`config.mk`:
```
export PLATFORM = sky130hd
export DESIGN_NAME = pvs_front
export DESIGN_NICKNAME = d
export VERILOG_FILES = /design/src/rtl/core/pvs_pkg.sv /design/src/rtl/core/pvs_front.sv
export SDC_FILE = /design/constraint.sdc
export NUM_CORES = 1
export LEC_CHECK = 0
export ABC_CLOCK_PERIOD_IN_PS = 2580
export BUFFER_PORTS_ARGS = -buffer_cell sky130_fd_sc_hd__buf_2
export CORE_AREA = 4 4 41 43
export DETAILED_ROUTE_END_ITERATION = 10
export DIE_AREA = 0 0 45 47
export PLACE_DENSITY = 0.73
export SLEW_MARGIN = 30
export SYNTH_ARGS = -nofsm -noshare
export SYNTH_HDL_FRONTEND = slang
export SYNTH_SLANG_ARGS = --single-unit
```
`constraint.sdc`:
```
create_clock -name vclk -period 2.58
set_clock_uncertainty 0.2 [all_clocks]
set_input_delay 0.387 -clock vclk [all_inputs]
set_output_delay 0.387 -clock vclk [all_outputs]
set_load 0.05 [all_outputs]
```
`src/rtl/core/pvs_pkg.sv`:
```
package pvs_pkg;

   // Port widths
   localparam int unsigned CSR_W    = 11;
   localparam int unsigned FUNC_W   = 3;
   localparam int unsigned VERTEX_W = 10;
   localparam int unsigned COUNT_W  = 11;

   // Defaults
   localparam int unsigned MAX_VERTICES_DEFAULT = 1024;
   localparam logic [CSR_W-1:0] VCOUNT_RESET    = CSR_W'(1024);

   // Depth of the queue between front and back
   localparam int unsigned QUEUE_DEPTH = 2;

   // Request function codes
   localparam logic [FUNC_W-1:0] FUNC_FREE_TO_SOL     = 3'd0;
   localparam logic [FUNC_W-1:0] FUNC_FREE_TO_NONFREE = 3'd1;
   localparam logic [FUNC_W-1:0] FUNC_SOL_TO_FREE     = 3'd2;
   localparam logic [FUNC_W-1:0] FUNC_NONFREE_TO_FREE = 3'd3;
   localparam logic [FUNC_W-1:0] FUNC_TO_REMOVED      = 3'd4;
   localparam logic [FUNC_W-1:0] FUNC_CLEAR           = 3'd5;

   // Classified operation handed from front to back
   typedef enum logic [2:0] {
      MV_FREE_TO_SOL,
      MV_FREE_TO_NONFREE,
      MV_SOL_TO_FREE,
      MV_NONFREE_TO_FREE,
      MV_TO_REMOVED,
      MV_CLEAR,
      MV_REFUSE
   } move_type;

   typedef struct packed {
      move_type              kind;
      logic                  side;
      logic [VERTEX_W-1:0]   vertex;
   } item_type;

   typedef struct packed {
      logic               refused;
      logic [COUNT_W-1:0] solution_count_a;
      logic [COUNT_W-1:0] solution_count_b;
      logic [COUNT_W-1:0] free_count_a;
      logic [COUNT_W-1:0] free_count_b;
      logic [COUNT_W-1:0] removed_count_a;
      logic [COUNT_W-1:0] removed_count_b;
      logic               maximal_a;
      logic               maximal_b;
      logic               sizes_equal;
   } result_type;

   // Back-end sequencer states
   typedef enum logic [2:0] {
      BK_SWEEP,
      BK_IDLE,
      BK_CHECK,
      BK_SWAP1,
      BK_SWAP2,
      BK_RESULT
   } back_state_type;

endpackage

```
`src/rtl/core/pvs_front.sv`:
```
module pvs_front #(
   parameter int unsigned MAX_VERTICES = pvs_pkg::MAX_VERTICES_DEFAULT
) (
   input  logic                                    req_valid,
   output logic                                    req_ready,
   input  logic [pvs_pkg::FUNC_W-1:0]              req_func,
   input  logic                                    req_side,
   input  logic [pvs_pkg::VERTEX_W-1:0]            req_vertex,
   input  logic [$clog2(MAX_VERTICES+1)-1:0]       eff_count,
   input  logic                                    busy,
   input  logic                                    q_full,
   output logic                                    push,
   output pvs_pkg::item_type                       push_item
);
   import pvs_pkg::*;

   localparam int unsigned CW = $clog2(MAX_VERTICES + 1);
   localparam int unsigned RW = (CW > VERTEX_W) ? CW : VERTEX_W;

   logic     in_range;
   move_type kind;

   // Refuse vertices beyond the active count
   assign in_range = RW'(req_vertex) < RW'(eff_count);

   // Classify the request
   always_comb begin
      kind = MV_REFUSE;
      unique case (req_func)
         FUNC_FREE_TO_SOL:     kind = in_range ? MV_FREE_TO_SOL     : MV_REFUSE;
         FUNC_FREE_TO_NONFREE: kind = in_range ? MV_FREE_TO_NONFREE : MV_REFUSE;
         FUNC_SOL_TO_FREE:     kind = in_range ? MV_SOL_TO_FREE     : MV_REFUSE;
         FUNC_NONFREE_TO_FREE: kind = in_range ? MV_NONFREE_TO_FREE : MV_REFUSE;
         FUNC_TO_REMOVED:      kind = in_range ? MV_TO_REMOVED      : MV_REFUSE;
         FUNC_CLEAR:           kind = MV_CLEAR;
         default:              kind = MV_REFUSE;
      endcase
   end

   // Accept while the queue has room and no clearing pass runs
   assign req_ready        = !q_full && !busy;
   assign push             = req_valid && req_ready;
   assign push_item.kind   = kind;
   assign push_item.side   = req_side;
   assign push_item.vertex = req_vertex;

endmodule

```
Word-level counts from Yosys, hierarchy flattened
Index checks and enable logic that the tools add are counted.
{"block": "word_totals", "ff_bits": 0, "latch_bits": 0, "mem_bits_rw": 0, "rom_bits": 0, "word_cells": 17, "mem_count": 0}
{"block": "op_classes", "addsub": 0, "mul": 0, "div": 0, "magnitude_cmp": 1, "eq_ne": 5, "shifts": 0, "mux": 6, "bitwise": 0, "reduce_logical": 5}
{"op": "case mux 3 bit (6 select lines)", "n": 1}
{"op": "two-way mux 3 bit", "n": 4}
{"op": "less-than comparator 10 x 11 -> 1 bit", "n": 1}
{"op": "equality test 3 x 2 -> 1 bit, second input constant", "n": 2}
{"op": "equality test 3 bit, second input constant", "n": 2}
{"op": "equality test 3 x 1 -> 1 bit, second input constant", "n": 1}
{"op": "zero test 3 bit", "n": 1}
{"op": "logical AND 1 bit", "n": 2}
{"op": "zero test 1 bit", "n": 2}
{"op": "two-way mux 2 bit", "n": 1}

Longest topological paths before layout
{"block": "logic_depth", "depth_word": 3, "depth_mapped": 6}

Worst setup path after synthesis
Ideal clock, no wire load.
{"block": "synth_path", "path_type": "input port to output port", "startpoint": "input port eff_count[6]", "endpoint": "output port push_item[13] in the netlist's numbering", "arrival_time_ns": 1.773, "required_time_ns": 1.993, "slack_ns": 0.220, "stages": 6, "n_path_buf": 0, "cell_sequence": "inv_1 ha_1 nand2_1 o21ai_0 a21oi_1 o211ai_1"}
{"element": "from (decl)", "line_no": "pvs_front.sv:9", "source": "input logic [$clog2(MAX_VERTICES+1)-1:0] eff_count,"}
{"element": "to (decl)", "line_no": "pvs_front.sv:13", "source": "output pvs_pkg::item_type push_item"}

==> key figures <==
Setup path
  – CP Launch Type: input port
  – Maximum net fanout on the critical path: 3
  – CP Capture Type: primary output
  – Critical path class: input port to primary output
  – Critical Path AT: 1660 ps
  – CP required: 1990 ps

Finish
  – Clock buffers: 0
  – Layout Nets: 129
  – Multi-input logic area: 289 um2
  – Share of layout cells above drive strength 1: 51.1%
  – Final Instance Count excl. Fillers: 105
  – Antenna cells: 0
  – Layout filler cell count: 156
  – Synth-to-Final Area Change: 35.8%
  – Storage element area: 0 um2
  – Sequential cells: 0

Global route
  – Initial antenna violation count: 0
  – First-pass GRT wire length: between 1000 and 1500 um
  – GR Overflow Total: 0
  – Largest net degree at the start of global routing: 5
  – Vias in the first global route: 405
  – Gr usage total: 8.42%

STA
  – Slew Viols, Final: 0
  – Final setup margin: 334 ps
  – Worst slew pin tran: 253 ps
  – Relative slew margins: 83.3%
  – Post-route setup TNS: 0 ps
  – Setup violations, final: 0
  – RSZ-0062 raised after global routing: no
  – Tcrit/Tclk final: 87.0%
  – Achievable frequency: approximately 0.45 GHz
  – Tmin final: 2250 ps
  – Hold Vio Cnt, Final: 0

Yosys
  – Synth top area share: between 20% and 30%
  – Synth unique cells: 18
  – Synth top cells by count: buf_4 (11), inv_1 (10), ha_1 (9), a21oi_1 (6), nand2_1 (4)
  – Sequential area share after synthesis: 0%
  – Post-Synthesis Cell Area: roughly 410 um2
  – Mapped Cells: 59
  – Yosys top cell by area: ha_1
  – Syn_nets: 96
  – Count leader, synth: buf_4
  – Yosys synthesis warning count: 0
  – Synth top area cells: ha_1 (28%), buf_4 (20%), inv_1 (9.2%), a21oi_1 (7.3%), nor2b_1 (4.6%)
  – Syn Area/Cell: about 6.9 um2

Placed design
  – Placed cells: between 100 and 150
  – Hpwl dp: 911 um
  – Port-buffer cells: 42
  – Gp weighted congestion: 0.641
  – Place WS: 325 ps

Clock network
  – Setup repair bufs after CTS: 0
  – Post_cts resized: 0
  – Post-CTS Hold Fix Bufs: 0

Run status
  – Outcome: finished clean

Routing
  – Via-per-instance ratio: 4.33
  – DR WL met2: 472 um
  – WL met3: 116 um
  – Wire per inst: 9.06 um
  – Max layer used: met3
  – DRC viols: 0
  – Routed Antenna Nets: 0
  – Vias: 455
  – Final WL: 951 um
  – First DRT Iteration DRCs: 1
  – Routed met1 length: 362 um
  – Router iterations before antenna repair: 2

Power
  – Max VDD drop: around 0.00011 V
  – PD cells: 244 mW/mm2
  – Static Leak: roughly 0.00036 uW

Die
  – Io pins: 44
  – Initial core utilization: 31.4%
  – Row cnt: 13
  – Die Footprint: between 0.002 and 0.0025 mm2
  – Core ar.: roughly 0.0013 mm2
  – DIE HEIGHT: 47 um
  – Die width: ~45 um

Run
  – Maxcap violations: 0

Min path
  – Worst Hold Class: input port to primary output
==> final cells by class <==
cell class                 instances  area share [%]
multi-input combinational         38            52.0
timing repair buffer              42            37.8
tap                               15            3.38
inverter                          10            6.76
==> report_power, final <==
| part | switching [uW] | internal [uW] |
|---|---|---|
| Clock | 0 | 0 |
| Sequential | 0 | 0 |
| Combinational | 88.2 | 47.4 |
| Total | 88.2 | 47.4 |
==> metrics by stage <==
stage	power (uW)	hold slack [ps]	util, %	area [um2]
final	136	574	42.7	556
after global routing	149	574	42.7	556
after CTS	137	575	42.7	556
after detailed placement	137	575	42.7	556
after global placement	134	575	42.7	556
after floorplan	109	741	-	409
==> critical path, cell delays in order <==
cell and delay, ps:
buf_2 100, ha_1 320, a21o_1 190, a21oi_2 170, a31o_1 150, a31o_1 80
buf_2 250
==> cells in the final DEF (no fill, tap or decap) <==
cell type,n
inv_1,10
a21oi_1,6
nand4_1,1
nand3_2,1
buf_2,42
o211ai_1,1
o21ai_0,2
a21o_1,1
a31o_1,2
nor2_1,3
ha_1,9
a21oi_2,1
nand2_1,4
nor2b_4,1
o21ai_1,1
and2_1,1
nor2b_1,3
a21o_2,1
==> per-layer routing <==
layer | GRT usage (%) | up-vias
met5 | 0 | -
met3 | 1.15 | 0
met1 | 8.54 | 186
met2 | 18.6 | 20
met4 | 0 | 0
li1 | - | 249
==> worst paths after layout <==
check,startpoint,endpoint,depth (start not counted),slack (ps)
hold / removal,req_side,push_item[10],0,570
setup / recovery,req_vertex[8],push_item[11],7,330
==> cells by family after synthesis <==
family / count (synthesis) / synth area share, %
AO/OA/AOI/OAI: 15 / 23.2
adder cells (fa/ha/maj): 9 / 27.5
buffers and inverters: 21 / 29.4
AND/OR/NAND/NOR: 14 / 19.9
Power figures use the tool's default switching activity.
