## src/rtl/core/pvs_pkg.sv

```systemverilog
package pvs_pkg;

   // Port widths
   localparam int unsigned CSR_W    = 11;
   localparam int unsigned FUNC_W   = 3;
   localparam int unsigned VERTEX_W = 10;
   localparam int unsigned COUNT_W  = 11;

   // Defaults
   localparam int unsigned MAX_VERTICES_DEFAULT = 1024;
   localparam logic [CSR_W-1:0] VCOUNT_RESET    = CSR_W'(1024);

   // Depth of the queue between front and back
   localparam int unsigned QUEUE_DEPTH = 2;

   // Request function codes
   localparam logic [FUNC_W-1:0] FUNC_FREE_TO_SOL     = 3'd0;
   localparam logic [FUNC_W-1:0] FUNC_FREE_TO_NONFREE = 3'd1;
   localparam logic [FUNC_W-1:0] FUNC_SOL_TO_FREE     = 3'd2;
   localparam logic [FUNC_W-1:0] FUNC_NONFREE_TO_FREE = 3'd3;
   localparam logic [FUNC_W-1:0] FUNC_TO_REMOVED      = 3'd4;
   localparam logic [FUNC_W-1:0] FUNC_CLEAR           = 3'd5;

   // Classified operation handed from front to back
   typedef enum logic [2:0] {
      MV_FREE_TO_SOL,
      MV_FREE_TO_NONFREE,
      MV_SOL_TO_FREE,
      MV_NONFREE_TO_FREE,
      MV_TO_REMOVED,
      MV_CLEAR,
      MV_REFUSE
   } move_type;

   typedef struct packed {
      move_type              kind;
      logic                  side;
      logic [VERTEX_W-1:0]   vertex;
   } item_type;

   typedef struct packed {
      logic               refused;
      logic [COUNT_W-1:0] solution_count_a;
      logic [COUNT_W-1:0] solution_count_b;
      logic [COUNT_W-1:0] free_count_a;
      logic [COUNT_W-1:0] free_count_b;
      logic [COUNT_W-1:0] removed_count_a;
      logic [COUNT_W-1:0] removed_count_b;
      logic               maximal_a;
      logic               maximal_b;
      logic               sizes_equal;
   } result_type;

   // Back-end sequencer states
   typedef enum logic [2:0] {
      BK_SWEEP,
      BK_IDLE,
      BK_CHECK,
      BK_SWAP1,
      BK_SWAP2,
      BK_RESULT
   } back_state_type;

endpackage

```

## src/rtl/core/pvs_fifo.sv

```systemverilog
module pvs_fifo (
   input  logic              clock,
   input  logic              reset,
   input  logic              push,
   input  pvs_pkg::item_type push_item,
   input  logic              pop,
   output pvs_pkg::item_type head,
   output logic              not_empty,
   output logic              full
);
   import pvs_pkg::*;

   localparam int unsigned PW = (QUEUE_DEPTH > 1) ? $clog2(QUEUE_DEPTH) : 1;
   localparam int unsigned NW = $clog2(QUEUE_DEPTH + 1);

   item_type        slot_ff [QUEUE_DEPTH];
   logic [PW-1:0]   wr_ptr_ff, wr_ptr_in;
   logic [PW-1:0]   rd_ptr_ff, rd_ptr_in;
   logic [NW-1:0]   fill_ff, fill_in;

   assign head      = slot_ff[rd_ptr_ff];
   assign not_empty = (fill_ff != '0);
   assign full      = (fill_ff == NW'(QUEUE_DEPTH));

   // Advance pointers and fill level
   always_comb begin
      wr_ptr_in = wr_ptr_ff;
      rd_ptr_in = rd_ptr_ff;
      fill_in   = fill_ff;
      if (push) begin
         wr_ptr_in = (wr_ptr_ff == PW'(QUEUE_DEPTH - 1)) ? '0 : wr_ptr_ff + PW'(1);
      end
      if (pop) begin
         rd_ptr_in = (rd_ptr_ff == PW'(QUEUE_DEPTH - 1)) ? '0 : rd_ptr_ff + PW'(1);
      end
      if (push && !pop) begin
         fill_in = fill_ff + NW'(1);
      end else if (pop && !push) begin
         fill_in = fill_ff - NW'(1);
      end
   end

   always_ff @(posedge clock) begin
      if (reset) begin
         wr_ptr_ff <= '0;
         rd_ptr_ff <= '0;
         fill_ff   <= '0;
      end else begin
         wr_ptr_ff <= wr_ptr_in;
         rd_ptr_ff <= rd_ptr_in;
         fill_ff   <= fill_in;
      end
   end

   // Store the transaction
   always_ff @(posedge clock) begin
      if (push) begin
         slot_ff[wr_ptr_ff] <= push_item;
      end
   end

endmodule

```

## config.mk

```make
export PLATFORM = sky130hd
export DESIGN_NAME = pvs_fifo
export DESIGN_NICKNAME = d
export VERILOG_FILES = /design/src/rtl/core/pvs_pkg.sv /design/src/rtl/core/pvs_fifo.sv
export SDC_FILE = /design/constraint.sdc
export NUM_CORES = 1
export LEC_CHECK = 0
export BUFFER_PORTS_ARGS = -buffer_cell sky130_fd_sc_hd__clkbuf_2
export CORE_UTILIZATION = 50
export CTS_BUF_LIST = sky130_fd_sc_hd__clkbuf_8
export CTS_CLUSTER_DIAMETER = 40
export DETAILED_ROUTE_END_ITERATION = 10
export GPL_TIMING_DRIVEN = 0
export PLACE_DENSITY = 0.86
export SYNTH_ARGS = -nofsm -noshare
export SYNTH_HDL_FRONTEND = slang
export SYNTH_SLANG_ARGS = --single-unit
```

## constraint.sdc

```tcl
create_clock -name clock -period 4.1 [get_ports clock]
set_clock_uncertainty 0.2 [all_clocks]
set_input_delay 0.205 -clock clock [delete_from_list [all_inputs] [get_ports clock]]
set_output_delay 0.205 -clock clock [all_outputs]
set_load 0.05 [all_outputs]
```

* Word level (Yosys, flattened, before mapping) *
Memories as Yosys holds them, arrays and structs flattened. A register that Yosys moved wholly into a read port is not among the register bits.
Index checks and enable logic that the tools add are counted.

word-level totals
  register bits = 4
  bits in writable memories = 28
  input port bits = 18
  output and inout bits = 16
  logic and storage cells = 23
  memories kept = 1

memory list
  memory   words  width  read ports  clocked after Yosys merged registers in  wr ports  line            RTL
  slot_ff  2      14     1           1                                        1         pvs_fifo.sv:16  item_type slot_ff [QUEUE_DEPTH];

operators by class
  add/subtract/negate cells = 4
  equality and inequality tests = 1
  mux-type cells = 8
  reduce and logical (&&, ||, !) cells = 6

operators with widths
  kind                                              number
  two-way mux 1 bit                                 6
  two-way mux 2 bit                                 2
  nonzero test 2 bit                                2
  adder 1 bit, second input constant                2
  adder 2 x 1 -> 2 bit, second input constant       1
  == test 2 bit, second input constant              1
  logical AND 1 bit                                 2
  logical NOT 1 bit                                 2
  subtractor 2 x 1 -> 2 bit, second input constant  1

* Logic depth before layout (Yosys ltp) *
  depth in word-level cells = 4
  mapped depth = 5

* Worst setup path after synthesis *
OpenSTA, ideal clock, no wires.

  kind = register -> register
  from = register wr_ptr_ff
  to = memory slot_ff[0][0] in the netlist's numbering, enable pin
  arrival = 0.977 ns
  setup slack = 2.537 ns
  cell stages (with the launch flop) = 2
  path buffers = 0
  clock period less this slack = 1.563 ns
  path through = dfxtp_1 nor2b_1

RTL lines
  element                 line            RTL
  start, declared         pvs_fifo.sv:17  logic [PW-1:0] wr_ptr_ff, wr_ptr_in;
  start signal, assigned  pvs_fifo.sv:49  wr_ptr_ff <= wr_ptr_in;
  end, declared           pvs_fifo.sv:16

No word-level cell before the write port.

==> results.py <==
metrics = {
    "grt": {
        "grt_max_degree": 15,
        "grt_first_pass_wirelength_um": 3167,
        "antenna_found_initial": 0,
        "track_usage": 0.1806,
        "grt_pass1_vias": 765,
        "grt_overflow_total": 0,
    },
    "sta": {
        "layout_min_cycle_time_ns": 1.933,
        "post-route-period-util": 0.4714,
        "worstMarginPinSlew_ns": 1.204,
        "slew_violations": 0,
        "fmax_mhz": 517.4,
        "setup_viol": 0,
        "hold_viol": 0,
        "setup-tns-final_ns": 0,
        "whs_ns": 0.01036,
        "layout_setup_ws_ns": 2.167,
        "grt_setup_unrepaired": "no",
        "slew_headroom": 0.1957,
    },
    "yosys": {
        "yosys.area.top_type": "edfxtp_1",
        "synthXorXnorAreaFrac": 0.02881,
        "syn_nets": 84,
        "synth.distinct_cells": 16,
        "synthAdderAreaFrac": 0.01029,
        "syn_area_mm2": 0.001216,
        "syn_inst": 65,
        "synth_compound_gate_area_share": 0.008230,
        "syn_area_per_cell_um2": 18.71,
        "synthSimpleGateAreaFrac": 0.04012,
        "yosysWarnings": 0,
        "yosysSeqAreaShare": 0.7737,
        "synthMuxAreaShare": 0.1296,
        "synth_top_area_frac": 0.6914,
        "netlist_top_cells_area": "edfxtp_1 69%, mux2_2 13%, dfxtp_1 8.2%",
        "ys_seq_elements": 33,
        "synth_top_family_by_area": "multiplexers",
    },
    "hold_path": {
        "worstHoldStart": "pop",
        "hold_path_end": "rd_ptr_ff$_SDFFE_PP0P_",
        "hold_path_class": "in -> reg",
        "min_path_cells": 3,
    },
    "cts": {
        "cts_tree": "yes",
        "clockBufferDepth": 2,
        "cts_buffers": 5,
        "clkLatencyLatePin_ns": 0.27,
        "cts-root-buf": "clkbuf_8",
        "cts_max_level": 2,
        "cts.sinks": 33,
        "clk_pin_slew_worst_paths_ns": 0.06,
    },
    "worst_setup_path": {
        "critPathLaunchType": "flip-flop",
        "r2r_cells": 1,
        "path_cells": "buf_4 > mux2_2 > clkbuf_2",
        "slowest_stage": "dfxtp_1",
        "required_ns": 3.69,
        "cp.arrival_ns": 1.53,
        "cp-end-kind": "output pin",
        "r2r_setup_slack_ns": 2.26,
        "cpLargestDelayFamily": "buffers and inverters",
        "r2r_start": "wr_ptr_ff$_SDFFE_PP0P_",
        "path_max_fanout": 10,
        "critPathKind": "reg -> out",
        "slowest_delay_ns": 0.43,
        "crit_buf_inv": 2,
        "r2r-end": "slot_ff[0][7]$_DFFE_PP_",
    },
    "flow_run": {
        "drv_cap": 0,
    },
    "finish": {
        "final_net_count": 140,
        "instances_no_fill": 150,
        "fin_util": 0.7347,
        "final_common_cell": "clkbuf_2",
        "n_antenna_cell": 0,
        "final_cell_area_mm2": 0.001657,
        "layout_common_cells": "33 x clkbuf_2, 28 x edfxtp_1, 16 x dlygate4sd3_1",
        "final_layout_size_suffix_gt1_frac": 0.4508,
        "syn2layout_area_growth_pct": 36.21,
    },
    "route": {
        "firstDrtPassIters": 4,
        "wl_um": 1919,
        "drtIter0Drc": 8,
        "antenna_left": 0,
        "wl_per_cell_um": 12.79,
        "drcViolationCount": 0,
        "via_per_inst": 4.800,
        "dr_total_vias": 720,
    },
    "floorplan": {
        "fp.dieW_um": 51.32,
        "rows": 17,
        "coreArea_mm2": 0.002255,
        "boundaryPins": 34,
        "die_h_um": 51.32,
        "initial_core_util": 0.5394,
        "dieArea_mm2": 0.002634,
    },
    "power_and_ir_drop": {
        "peakVddDrop_mv": 0.3304,
        "finalPower_mw": 0.7746,
        "powerDensity_mw_per_mm2": 467.6,
        "leakagePower_nw": 0.6748,
    },
    "outcome": {
        "status": "finished, final reports clean",
    },
    "place": {
        "gp_congestion": 0.6086,
        "dpl-instance-area_mm2": 0.001416,
        "post-place-ws_ns": 2.197,
        "dp.cells": 126,
        "dp_hpwl_um": 1173,
        "portBuffers": 33,
    },
}
==> kinds of logic after synthesis <==
family / after synthesis
AOI/OAI and AO/OA: 2
xor gates and xnor gates: 4
adders and majority gates: 1
buffers and inverters: 2
DFF: 33
muxes: 14
and+or+nand+nor: 9
==> state kept, by name, indices dropped and copies added (netlist names), named ones only <==
name,flops
wr_ptr_ff,1
rd_ptr_ff,1
slot_ff,28
fill_ff,2
==> worst max-delay path by stage <==
stage | depth (start not counted) | start | end
6_report | 3 | flip-flop | head[5]
5_1_grt | 3 | flip-flop | head[5]
4_1_cts | 3 | flip-flop | head[8]
3_5_place_dp | 2 | push | slot_ff[0][7]$_DFFE_PP_
3_3_place_gp | 2 | push | slot_ff[0][7]$_DFFE_PP_
2_1_floorplan | 1 | wr_ptr_ff$_SDFFE_PP0P_ | slot_ff[0][0]$_DFFE_PP_
==> area by class of cell <==
type	instances	area, um2
clock buffers	5	68.82
flip-flops and latches	33	940.9
plain buffers	1	7.507
inverters	1	3.754
repair buffers	49	325.3
well taps	28	35.03
fillers	146	598.1
clock inverters	3	11.26
multi-input cells	30	264.0
==> timing repair <==
action | CTS | global route
gates resized for setup | 0 | 0
hold buffers | 16 | 0
hold endpoints to repair | 33 | 0
setup buffers | 0 | 0
endpoints found under the setup margin | 0 | 0
==> report_power, final <==
group | internal [mW] | leakage, nW | switching (mW)
clock network | 0.113 | 0.0519 | 0.106
logic | 0.0540 | 0.318 | 0.103
registers | 0.390 | 0.304 | 0.00964
==> Yosys cell counts <==
cell / count
a21oi_1: 1
and2_1: 1
and2b_2: 1
buf_4: 1
dfxtp_1: 5
edfxtp_1: 28
ha_1: 1
inv_1: 1
mux2_2: 14
nor2_1: 4
nor2b_1: 1
o21ai_0: 1
or2_2: 1
or3_1: 1
xnor2_1: 2
xor2_1: 2
==> routing by layer <==
metal	up-vias	global-route usage	share of wire
li1	352	-	-
met1	333	0.1820	0.40
met2	30	0.3004	0.51
met3	5	0.09524	0.077
met4	0	0.09459	0.016
met5	-	0	0
Power figures use the tool's default switching activity.
